$ cat src/pptg_pkg.sv
// ----------------------------------------------------------------------------
// pptg_pkg
// shared widths, reset values, register indexes and status codes of the
// pedal plausibility torque guard
// ----------------------------------------------------------------------------
`default_nettype none

package pptg_pkg;

  // widths
  localparam int SAMPLE_BITS = 12;
  localparam int HOLD_BITS   = 16;
  localparam int CFG_DATA_W  = 16;
  localparam int CFG_IDX_W   = 3;
  localparam int TORQUE_W    = 11;
  localparam int STATUS_W    = 3;

  // default torque ceiling
  localparam int TORQUE_MAX_DEF = 1400;

  // register reset values
  localparam logic [SAMPLE_BITS-1:0] BRAKE_ACTIVE_RST    = 12'd800;
  localparam logic [SAMPLE_BITS-1:0] THROTTLE_ACTIVE_RST = 12'd800;
  localparam logic [SAMPLE_BITS-1:0] RELEASE_RST         = 12'd200;
  localparam logic [SAMPLE_BITS-1:0] DIFF_LIMIT_RST      = 12'd2000;
  localparam logic [SAMPLE_BITS-1:0] DISCONNECT_RST      = 12'd4050;
  localparam logic [SAMPLE_BITS-1:0] UPPER_VALID_RST     = 12'd4000;
  localparam logic [SAMPLE_BITS-1:0] FULL_SCALE_RST      = 12'd3800;
  localparam logic [HOLD_BITS-1:0]   READY_HOLD_RST      = 16'd2000;

  // register indexes
  typedef enum logic [CFG_IDX_W-1:0] {
    REG_BRAKE_ACTIVE    = 3'd0,
    REG_THROTTLE_ACTIVE = 3'd1,
    REG_RELEASE         = 3'd2,
    REG_DIFF_LIMIT      = 3'd3,
    REG_DISCONNECT      = 3'd4,
    REG_UPPER_VALID     = 3'd5,
    REG_FULL_SCALE      = 3'd6,
    REG_READY_HOLD      = 3'd7
  } cfg_index_t;

  // result status codes
  typedef enum logic [STATUS_W-1:0] {
    STAT_ACCEL          = 3'd0,
    STAT_DISCONNECT     = 3'd1,
    STAT_DISAGREE       = 3'd2,
    STAT_RANGE          = 3'd3,
    STAT_BRAKE_THROTTLE = 3'd4,
    STAT_BRAKING        = 3'd5,
    STAT_WAITING        = 3'd6
  } status_t;

endpackage

`default_nettype wire

$ cat src/pptg_scale.sv
// ----------------------------------------------------------------------------
// pptg_scale
// torque scaling unit: one multiply by the torque ceiling, an overflow
// check, then a restoring divide by the full scale, one quotient bit a cycle
// ----------------------------------------------------------------------------
`default_nettype none

module pptg_scale #(
  parameter int TorqueMax = pptg_pkg::TORQUE_MAX_DEF
) (
  input  wire logic                             clk,
  input  wire logic                             rst_n,
  input  wire logic                             start,
  input  wire logic [pptg_pkg::SAMPLE_BITS-1:0] avg,
  input  wire logic [pptg_pkg::SAMPLE_BITS-1:0] full_scale,
  output logic                                  done,
  output logic [pptg_pkg::TORQUE_W-1:0]         torque
);

  localparam int TW = $clog2(TorqueMax + 1);
  localparam int PW = pptg_pkg::SAMPLE_BITS + TW;
  localparam int CW = (TW > 1) ? $clog2(TW) : 1;
  localparam int OW = pptg_pkg::TORQUE_W;

  typedef enum logic [3:0] {
    P_IDLE = 4'b0001,
    P_MUL  = 4'b0010,
    P_CHK  = 4'b0100,
    P_DIV  = 4'b1000
  } phase_t;

  phase_t                           phase_r, phase_nxt;
  logic                             done_r, done_nxt;
  logic [pptg_pkg::SAMPLE_BITS-1:0] avg_r, avg_nxt;
  logic [pptg_pkg::SAMPLE_BITS-1:0] fs_r, fs_nxt;
  logic [PW-1:0]                    rem_r, rem_nxt;
  logic [PW-1:0]                    dvs_r, dvs_nxt;
  logic [TW-1:0]                    q_r, q_nxt;
  logic [TW-1:0]                    res_r, res_nxt;
  logic                             ovf_r, ovf_nxt;
  logic [CW-1:0]                    cnt_r, cnt_nxt;
  logic                             ge;
  logic [TW-1:0]                    q_step;
  logic [OW+TW-1:0]                 res_ext;

  // one subtract and compare step of the divider
  assign ge     = (rem_r >= dvs_r);
  assign q_step = (q_r << 1) | TW'(ge);

  // sequencer and datapath next values
  always_comb begin
    phase_nxt = phase_r;
    done_nxt  = 1'b0;
    avg_nxt   = avg_r;
    fs_nxt    = fs_r;
    rem_nxt   = rem_r;
    dvs_nxt   = dvs_r;
    q_nxt     = q_r;
    res_nxt   = res_r;
    ovf_nxt   = ovf_r;
    cnt_nxt   = cnt_r;
    case (phase_r)
      P_IDLE: begin
        if (start) begin
          avg_nxt   = avg;
          // a full scale of zero acts as one
          fs_nxt    = (full_scale == '0) ? pptg_pkg::SAMPLE_BITS'(1) : full_scale;
          phase_nxt = P_MUL;
        end
      end
      P_MUL: begin
        rem_nxt   = PW'(avg_r) * PW'(TorqueMax);
        dvs_nxt   = PW'(fs_r) << (TW - 1);
        phase_nxt = P_CHK;
      end
      P_CHK: begin
        // quotient too wide for TW bits clamps anyway
        ovf_nxt   = ({1'b0, rem_r} >= ((PW + 1)'(fs_r) << TW));
        q_nxt     = '0;
        cnt_nxt   = CW'(TW - 1);
        phase_nxt = P_DIV;
      end
      P_DIV: begin
        if (ge) begin
          rem_nxt = rem_r - dvs_r;
        end
        dvs_nxt = dvs_r >> 1;
        q_nxt   = q_step;
        if (cnt_r == '0) begin
          res_nxt   = (ovf_r || (q_step > TW'(TorqueMax))) ? TW'(TorqueMax) : q_step;
          done_nxt  = 1'b1;
          phase_nxt = P_IDLE;
        end else begin
          cnt_nxt = cnt_r - 1'b1;
        end
      end
      default: begin
        phase_nxt = P_IDLE;
      end
    endcase
  end

  // control registers
  always_ff @(posedge clk) begin
    if (!rst_n) begin
      phase_r <= P_IDLE;
      done_r  <= 1'b0;
    end else begin
      phase_r <= phase_nxt;
      done_r  <= done_nxt;
    end
  end

  // datapath registers
  always_ff @(posedge clk) begin
    avg_r <= avg_nxt;
    fs_r  <= fs_nxt;
    rem_r <= rem_nxt;
    dvs_r <= dvs_nxt;
    q_r   <= q_nxt;
    res_r <= res_nxt;
    ovf_r <= ovf_nxt;
    cnt_r <= cnt_nxt;
  end

  // result to output width
  assign res_ext = {{OW{1'b0}}, res_r};
  assign torque  = res_ext[OW-1:0];
  assign done    = done_r;

endmodule

`default_nettype wire

$ cat src/pedal_plausibility_torque_guard_core.sv
// ----------------------------------------------------------------------------
// pedal_plausibility_torque_guard_core
// ready-to-drive sequencing, pedal plausibility checks and torque scaling
// accelerate items that need torque: result loaded when the serial divider,
//   giving one quotient bit a cycle, is done; the next item is taken only
//   after the result is loaded, in the scale or done state
// all other items: result loaded in the eval state, or the done state on stall
// reset: synchronous active low, registers to defaults, not ready, latch clear
// ----------------------------------------------------------------------------
`default_nettype none

module pedal_plausibility_torque_guard_core #(
  parameter int TorqueMax = pptg_pkg::TORQUE_MAX_DEF
) (
  input  wire logic                              clk,
  input  wire logic                              rst_n,
  // configuration port
  input  wire logic                              cfg_we,
  input  wire logic [pptg_pkg::CFG_IDX_W-1:0]    cfg_index,
  input  wire logic [pptg_pkg::CFG_DATA_W-1:0]   cfg_wdata,
  // input items
  input  wire logic                              in_valid,
  output logic                                   in_stall,
  input  wire logic [pptg_pkg::SAMPLE_BITS-1:0]  in_throttle_right,
  input  wire logic [pptg_pkg::SAMPLE_BITS-1:0]  in_throttle_left,
  input  wire logic [pptg_pkg::SAMPLE_BITS-1:0]  in_brake_sample,
  input  wire logic                              in_ready_request,
  input  wire logic                              in_ms_tick,
  // result items
  output logic                                   out_valid,
  input  wire logic                              out_stall,
  output logic [pptg_pkg::TORQUE_W-1:0]          out_torque_command,
  output logic                                   out_drive_ready,
  output logic [pptg_pkg::STATUS_W-1:0]          out_status_code,
  output logic                                   out_fault_flag,
  output logic                                   out_implausible_latched
);

  localparam int SB = pptg_pkg::SAMPLE_BITS;
  localparam int HB = pptg_pkg::HOLD_BITS;

  typedef enum logic [3:0] {
    S_IDLE  = 4'b0001,
    S_EVAL  = 4'b0010,
    S_SCALE = 4'b0100,
    S_DONE  = 4'b1000
  } state_t;

  state_t state_r, state_nxt;

  // configuration registers
  logic [SB-1:0] brake_lvl_r, thr_lvl_r, release_lvl_r, diff_lim_r;
  logic [SB-1:0] disc_lvl_r, upper_lvl_r, full_scale_r;
  logic [HB-1:0] hold_ms_r;

  // sequencing state
  logic          ready_r, hold_r, latch_r;
  logic [HB-1:0] timer_r;

  // captured item
  logic [SB-1:0] it_right_r, it_left_r, it_brake_r;
  logic          it_req_r, it_tick_r;

  // evaluation of the captured item
  logic [SB-1:0]     avg, diff;
  logic [HB-1:0]     timer_inc;
  logic              ev_hold, ev_ready_go, ev_ready_eff, ev_ready, ev_latch, ev_scale;
  logic              ev_fault;
  logic [HB-1:0]     ev_timer;
  pptg_pkg::status_t ev_stat;
  pptg_pkg::status_t stat_r;
  logic              use_scl_r;

  // output side
  logic              out_valid_r;
  logic              out_free, load_out;
  logic [pptg_pkg::TORQUE_W-1:0] torque_sel;
  pptg_pkg::status_t stat_sel;
  logic              ready_sel, latch_sel;
  logic [pptg_pkg::TORQUE_W-1:0] out_torque_r;
  logic              out_ready_r, out_fault_r, out_latch_r;
  pptg_pkg::status_t out_stat_r;

  // scaling unit
  logic                          scl_start, scl_done;
  logic [pptg_pkg::TORQUE_W-1:0] scl_torque;

  // throttle average and sensor disagreement
  assign avg  = SB'((SB + 1)'(it_right_r) + (SB + 1)'(it_left_r) >> 1);
  assign diff = (it_right_r > it_left_r) ? (it_right_r - it_left_r)
                                         : (it_left_r - it_right_r);
  assign timer_inc = (timer_r != {HB{1'b1}}) ? (timer_r + 1'b1) : timer_r;

  // ready hold timing and plausibility checks
  always_comb begin
    ev_hold     = hold_r;
    ev_timer    = timer_r;
    ev_ready_go = 1'b0;
    if (!ready_r) begin
      if (hold_r) begin
        if (!it_req_r) begin
          ev_hold  = 1'b0;
          ev_timer = '0;
        end else if (it_tick_r) begin
          ev_timer = timer_inc;
        end
      end else if (it_req_r && (it_brake_r >= brake_lvl_r)) begin
        ev_hold  = 1'b1;
        ev_timer = '0;
      end
      if (ev_hold && (ev_timer >= hold_ms_r)) begin
        ev_ready_go = 1'b1;
        ev_hold     = 1'b0;
        ev_timer    = '0;
      end
    end
    ev_ready_eff = ready_r | ev_ready_go;

    ev_stat  = pptg_pkg::STAT_WAITING;
    ev_latch = latch_r;
    ev_fault = 1'b0;
    if (ev_ready_eff) begin
      if ((it_right_r > disc_lvl_r) || (it_left_r > disc_lvl_r) ||
          (it_brake_r > disc_lvl_r)) begin
        ev_stat  = pptg_pkg::STAT_DISCONNECT;
        ev_fault = 1'b1;
      end else if (diff > diff_lim_r) begin
        ev_stat  = pptg_pkg::STAT_DISAGREE;
        ev_fault = 1'b1;
      end else if ((it_right_r > upper_lvl_r) || (it_left_r > upper_lvl_r) ||
                   (it_brake_r > upper_lvl_r)) begin
        ev_stat  = pptg_pkg::STAT_RANGE;
        ev_fault = 1'b1;
      end else if (it_brake_r > brake_lvl_r) begin
        if (avg > thr_lvl_r) begin
          ev_latch = 1'b1;
          ev_stat  = pptg_pkg::STAT_BRAKE_THROTTLE;
        end else begin
          ev_stat  = pptg_pkg::STAT_BRAKING;
        end
      end else begin
        ev_stat = pptg_pkg::STAT_ACCEL;
      end
      // latch releases once throttle is back low
      if (ev_latch && (avg < release_lvl_r)) begin
        ev_latch = 1'b0;
      end
    end
    ev_ready = ev_ready_eff & ~ev_fault;
    // torque only for accelerate with the latch clear before this item
    ev_scale = ev_ready_eff && (ev_stat == pptg_pkg::STAT_ACCEL) && !latch_r;
  end

  // handshake
  assign in_stall  = (state_r != S_IDLE);
  assign out_free  = !out_valid_r || !out_stall;
  assign scl_start = (state_r == S_EVAL) && ev_scale;
  assign load_out  = out_free && (((state_r == S_EVAL) && !ev_scale) ||
                                  ((state_r == S_SCALE) && scl_done) ||
                                  (state_r == S_DONE));

  // result selection
  always_comb begin
    if (state_r == S_EVAL) begin
      stat_sel  = ev_stat;
      ready_sel = ev_ready;
      latch_sel = ev_latch;
    end else begin
      stat_sel  = stat_r;
      ready_sel = ready_r;
      latch_sel = latch_r;
    end
    if ((state_r == S_SCALE) || ((state_r == S_DONE) && use_scl_r)) begin
      torque_sel = scl_torque;
    end else begin
      torque_sel = '0;
    end
  end

  // sequencer
  always_comb begin
    state_nxt = state_r;
    case (state_r)
      S_IDLE: begin
        if (in_valid) begin
          state_nxt = S_EVAL;
        end
      end
      S_EVAL: begin
        if (ev_scale) begin
          state_nxt = S_SCALE;
        end else if (out_free) begin
          state_nxt = S_IDLE;
        end else begin
          state_nxt = S_DONE;
        end
      end
      S_SCALE: begin
        if (scl_done) begin
          state_nxt = out_free ? S_IDLE : S_DONE;
        end
      end
      S_DONE: begin
        if (out_free) begin
          state_nxt = S_IDLE;
        end
      end
      default: begin
        state_nxt = S_IDLE;
      end
    endcase
  end

  // control registers and configuration
  always_ff @(posedge clk) begin
    if (!rst_n) begin
      state_r       <= S_IDLE;
      ready_r       <= 1'b0;
      hold_r        <= 1'b0;
      timer_r       <= '0;
      latch_r       <= 1'b0;
      out_valid_r   <= 1'b0;
      brake_lvl_r   <= pptg_pkg::BRAKE_ACTIVE_RST;
      thr_lvl_r     <= pptg_pkg::THROTTLE_ACTIVE_RST;
      release_lvl_r <= pptg_pkg::RELEASE_RST;
      diff_lim_r    <= pptg_pkg::DIFF_LIMIT_RST;
      disc_lvl_r    <= pptg_pkg::DISCONNECT_RST;
      upper_lvl_r   <= pptg_pkg::UPPER_VALID_RST;
      full_scale_r  <= pptg_pkg::FULL_SCALE_RST;
      hold_ms_r     <= pptg_pkg::READY_HOLD_RST;
    end else begin
      state_r <= state_nxt;
      if (state_r == S_EVAL) begin
        ready_r <= ev_ready;
        hold_r  <= ev_hold;
        timer_r <= ev_timer;
        latch_r <= ev_latch;
      end
      if (load_out) begin
        out_valid_r <= 1'b1;
      end else if (!out_stall) begin
        out_valid_r <= 1'b0;
      end
      // register writes
      if (cfg_we) begin
        case (pptg_pkg::cfg_index_t'(cfg_index))
          pptg_pkg::REG_BRAKE_ACTIVE:    brake_lvl_r   <= cfg_wdata[SB-1:0];
          pptg_pkg::REG_THROTTLE_ACTIVE: thr_lvl_r     <= cfg_wdata[SB-1:0];
          pptg_pkg::REG_RELEASE:         release_lvl_r <= cfg_wdata[SB-1:0];
          pptg_pkg::REG_DIFF_LIMIT:      diff_lim_r    <= cfg_wdata[SB-1:0];
          pptg_pkg::REG_DISCONNECT:      disc_lvl_r    <= cfg_wdata[SB-1:0];
          pptg_pkg::REG_UPPER_VALID:     upper_lvl_r   <= cfg_wdata[SB-1:0];
          pptg_pkg::REG_FULL_SCALE:      full_scale_r  <= cfg_wdata[SB-1:0];
          pptg_pkg::REG_READY_HOLD:      hold_ms_r     <= cfg_wdata[HB-1:0];
          default: begin
          end
        endcase
      end
    end
  end

  // item capture and result payload
  always_ff @(posedge clk) begin
    if (in_valid && !in_stall) begin
      it_right_r <= in_throttle_right;
      it_left_r  <= in_throttle_left;
      it_brake_r <= in_brake_sample;
      it_req_r   <= in_ready_request;
      it_tick_r  <= in_ms_tick;
    end
    if (state_r == S_EVAL) begin
      stat_r    <= ev_stat;
      use_scl_r <= ev_scale;
    end
    if (load_out) begin
      out_torque_r <= torque_sel;
      out_ready_r  <= ready_sel;
      out_stat_r   <= stat_sel;
      out_fault_r  <= (stat_sel == pptg_pkg::STAT_DISCONNECT) ||
                      (stat_sel == pptg_pkg::STAT_DISAGREE) ||
                      (stat_sel == pptg_pkg::STAT_RANGE);
      out_latch_r  <= latch_sel;
    end
  end

  // multiply and serial divide unit
  pptg_scale #(
    .TorqueMax (TorqueMax)
  ) u_scale (
    .clk        (clk),
    .rst_n      (rst_n),
    .start      (scl_start),
    .avg        (avg),
    .full_scale (full_scale_r),
    .done       (scl_done),
    .torque     (scl_torque)
  );

  assign out_valid               = out_valid_r;
  assign out_torque_command      = out_torque_r;
  assign out_drive_ready         = out_ready_r;
  assign out_status_code         = out_stat_r;
  assign out_fault_flag          = out_fault_r;
  assign out_implausible_latched = out_latch_r;

endmodule

`default_nettype wire

$ cat config.mk
export PLATFORM = sky130hd
export DESIGN_NAME = pedal_plausibility_torque_guard_core
export DESIGN_NICKNAME = d
export VERILOG_FILES = /design/src/pptg_pkg.sv /design/src/pptg_scale.sv /design/src/pedal_plausibility_torque_guard_core.sv
export SDC_FILE = /design/constraint.sdc
export NUM_CORES = 1
export LEC_CHECK = 0
export BUFFER_PORTS_ARGS = -buffer_cell sky130_fd_sc_hd__buf_2
export CAP_MARGIN = 30
export CORE_MARGIN = 3
export CORE_UTILIZATION = 50
export CTS_CLUSTER_SIZE = 16
export DETAILED_ROUTE_END_ITERATION = 8
export PLACE_DENSITY = 0.7
export SKIP_CTS_REPAIR_TIMING = 1
export SYNTH_ARGS = -nofsm -noshare
export SYNTH_HDL_FRONTEND = slang
export SYNTH_SLANG_ARGS = --single-unit
$ cat constraint.sdc
create_clock -name clk -period 6.3 [get_ports clk]
set_input_delay 0.945 -clock clk [delete_from_list [all_inputs] [get_ports clk]]
set_output_delay 0.945 -clock clk [all_outputs]
set_load 0.005 [all_outputs]
==> impl_metrics.toml <==
[critical_path]
cp_data_arrival_time_ps = 5960
slowest_stage = "sky130_fd_sc_hd__edfxtp_1"
kind_of_capture_point_of_the_worst_setup_path = "flip-flop"
setup.worst_path.start_class = "flip-flop"
timing.critical_path.slowest_cell_delay_ps = 420
worstSetupStartpoint = "it_right_r[0]"
worst_r2r_path_depth = 23
regToRegEndpoint = "u_scale.avg_r[9]"
worst_endpoint_required_time_ps = 6500
crit_path_max_fanout = 24
worst_reg2reg_startpoint = "it_right_r[0]"
worst-r2r-setup-slack_ps = 540
setup.worst_path.end = "u_scale.avg_r[9]"
critical_path_class = "reg2reg"
critical_path.cell_chain = "inv_1 -> ha_1 -> inv_1 -> fa_1 -> a21oi_1 -> o22ai_1 -> o211ai_1 -> nand2_2 -> mux2i_1 -> o21ai_0 -> a21oi_1 -> xnor2_1 -> ha_1 -> and3_1 -> a221o_1 -> a221oi_1 -> o21ai_1 -> a211oi_2 -> buf_4 -> and4_1 -> nand2_1 -> nor2_2 -> buf_4"

[grt]
grt_usage_pct = 22.9
grt_max_degree = 84
grt_first_pass_wirelength_um = 75300
grt_pass1_vias = 14500
globalRouteOverflowTotal = 0
initial_antenna_violation_count = 2

[route]
first_iter_violations = 769
remaining_drc_errors = 0
num_vias = 14700
detail_route.vias_per_cell = 5.61
routed_wire_length_per_instance_um = 17.9
totalWireLength_um = 46800
detail_route.first_pass.iterations = 5
ant_nets = 0

[placement]
io_buffer_count = 80
detailed_place.area_mm2 = 0.0200
hpwl_um = 35800
gp_routability_congestion = 0.943

[die]
die-width_um = 202
io_pins = 81
fp.coreArea_mm2 = 0.0378
starting_density_of_the_core_pct = 50.8
die_h_um = 202
die_ar_mm2 = 0.0407
row_count = 71

[synthesis]
netlist_instances = 2033
number_of_synthesized_register_bits = 283
synth.lib_cells_used.distinct = 82
synthFlopType = "sky130_fd_sc_hd__edfxtp_1"
synth_edf_count = 151
number_of_synthesis_warnings = 0
asyncSetResetFlopFracSynth_pct = 0
synthesis.area_per_instance_um2 = 9.43
post_synth_instance_area_mm2 = 0.0192
yosysSeqAreaShare_pct = 37.4
synth_fp_nets = 2398

[sta]
rsz0062_at_grt = "false"
timing.max_slew.rel_slack_pct = 29.1
min_clock_period_post_route_ps = 5760
setup-tns-final_ps = 0
timing.final.crit_share_pct = 91.5
final-setup-viol-count = 0
actual_transition_at_the_worst_max_transition_pin_ps = 1040
skew_ps = 19.6
fmax_mhz = 174
timing_hold_violations_final = 0
final_max_slew_viol_count = 0

[clock_tree]
root_buffer = "sky130_fd_sc_hd__clkbuf_16"
tritoncts_num_sinks = 283
clock_path_buffers = 3
clock_tree.htree_level_count = 2
worst_skew_pair.late_latency_ps = 540
tritoncts.num_buffers = 34
cts_tree = "done"
cts.reportedPaths.clkPinSlew_ps = 50

[hold_path]
hold_path_class = "reg2reg"

[cells_and_area]
most_frequent_cells_in_the_layout = "262 x sky130_fd_sc_hd__ha_1, 250 x sky130_fd_sc_hd__nand2_1, 236 x sky130_fd_sc_hd__inv_1"
fraction_of_layout_cells_with_a_size_suffix_above_1_pct = 8.77
final.fill_count = 3339
layout.cells.most_common = "sky130_fd_sc_hd__ha_1"
area_delta_synth_final_pct = 10.5
regArea_mm2 = 0.00718
nNetsFinal = 2448
fin_area_mm2 = 0.0212
multiInputGateArea_mm2 = 0.0108

[status]
result_of_the_run = "finished, final reports clean"

[power_and_ir_drop]
leakagePower_nw = 9.09
irDropWorstVdd_uv = 231
power_per_cell_area_mw_per_mm2 = 231

[flow_run]
cap_viol_max_count = 0
layout make-up:
cell class	count	share of cell area [%]
Antenna cell	1	0.0118
Clock buffer	49	4.67
Clock inverter	13	0.803
Inverter	236	4.18
Multi-Input combinational cell	1435	51.0
Sequential cell	283	33.9
Tap cell	511	3.02
Timing Repair Buffer	93	2.43
cells by family after synthesis:
group / share of synthesized area (%)
DFF: 37.4
adders and majority gates: 21.4
and+or+nand+nor: 15.1
buffers and inverters: 6.43
xor gates and xnor gates: 2.19
AOI/OAI and AO/OA: 16.7
muxes: 0.803
per-stage QoR:
step / util [%] / std cells / hold WS (ps) / total power [mW] / setup WS (ps)
2_1_floorplan: - / 2033 / 443 / 2.65 / 307
3_3_place_gp: 52.9 / 2554 / 447 / 2.89 / 656
3_5_place_dp: 53.0 / 2557 / 448 / 2.91 / 631
4_1_cts: 56.1 / 2619 / 465 / 4.94 / 592
5_1_grt: 56.1 / 2620 / 478 / 5.12 / 87.4
6_report: 56.1 / 2621 / 464 / 4.90 / 537
cell usage after synthesis (all sizes together), types with 12 or more instances:
cell,instances,area share [%]
a21oi,104,2.7
o21ai,76,2.0
o21a,17,0.67
dfxtp,132,14
nand3,34,0.91
nand2b,21,0.69
a31oi,18,0.59
o211ai,41,1.6
buf,15,0.50
clkbuf,64,1.3
a211oi,13,0.54
fa,41,4.3
xnor2,36,1.6
xor2,12,0.55
nand2,252,5.0
and3,14,0.50
a21boi,69,2.7
o21bai,20,0.78
nor2b,32,1.0
and2,33,1.1
nor3,40,1.0
a21o,42,1.7
inv,236,4.6
edfxtp,151,24
mux2i,12,0.63
nand4,32,1.0
nor2,80,1.6
ha,262,17
or3,14,0.46
sequential cells by signal (all words and copies together) (netlist names), 16 cells and up:
register	count
u_scale.dvs_r	22
hold_ms_r	16
timer_r	16
u_scale.rem_r	23
worst max-delay path, delay by kind of cell, from the launching register on:
kind | cells | cell delay [ps]
adder cells (fa/ha/maj) | 3 | 820
buffers and inverters | 4 | 650
AO/OA/AOI/OAI | 9 | 2040
flip-flops | 1 | 420
multiplexers | 1 | 380
AND/OR/NAND/NOR | 5 | 960
XOR/XNOR | 1 | 160
report_power, final:
group	leakage (nW)	switching (mW)	total, mW	internal [mW]
clock network	0.571	0.788	2.01	1.23
registers	2.51	0.0464	2.05	2.01
logic	6.01	0.498	0.832	0.334
metal layers:
metal  global-route usage (%)  vias up  part of all wire, %
met3                     3.49      110                  4.8
met2                     38.7      385                   47
li1                         -     7266                    -
met5                        0        -                0.043
met1                     28.9     6952                   43
met4                     10.4        2                  4.7
how the worst min path moves through the flow:
stage	slack (ps)	cells after the start	endpoint	from
floorplan	440	2	full_scale_r[0]	full_scale_r[0]
global placement	450	0	u_scale.fs_r[9]	full_scale_r[9]
detailed placement	450	0	u_scale.fs_r[9]	full_scale_r[9]
CTS	470	0	u_scale.fs_r[9]	full_scale_r[9]
global route	480	0	u_scale.fs_r[9]	full_scale_r[9]
finish	460	2	thr_lvl_r[1]	thr_lvl_r[1]
(Power assumes the default switching activity.)
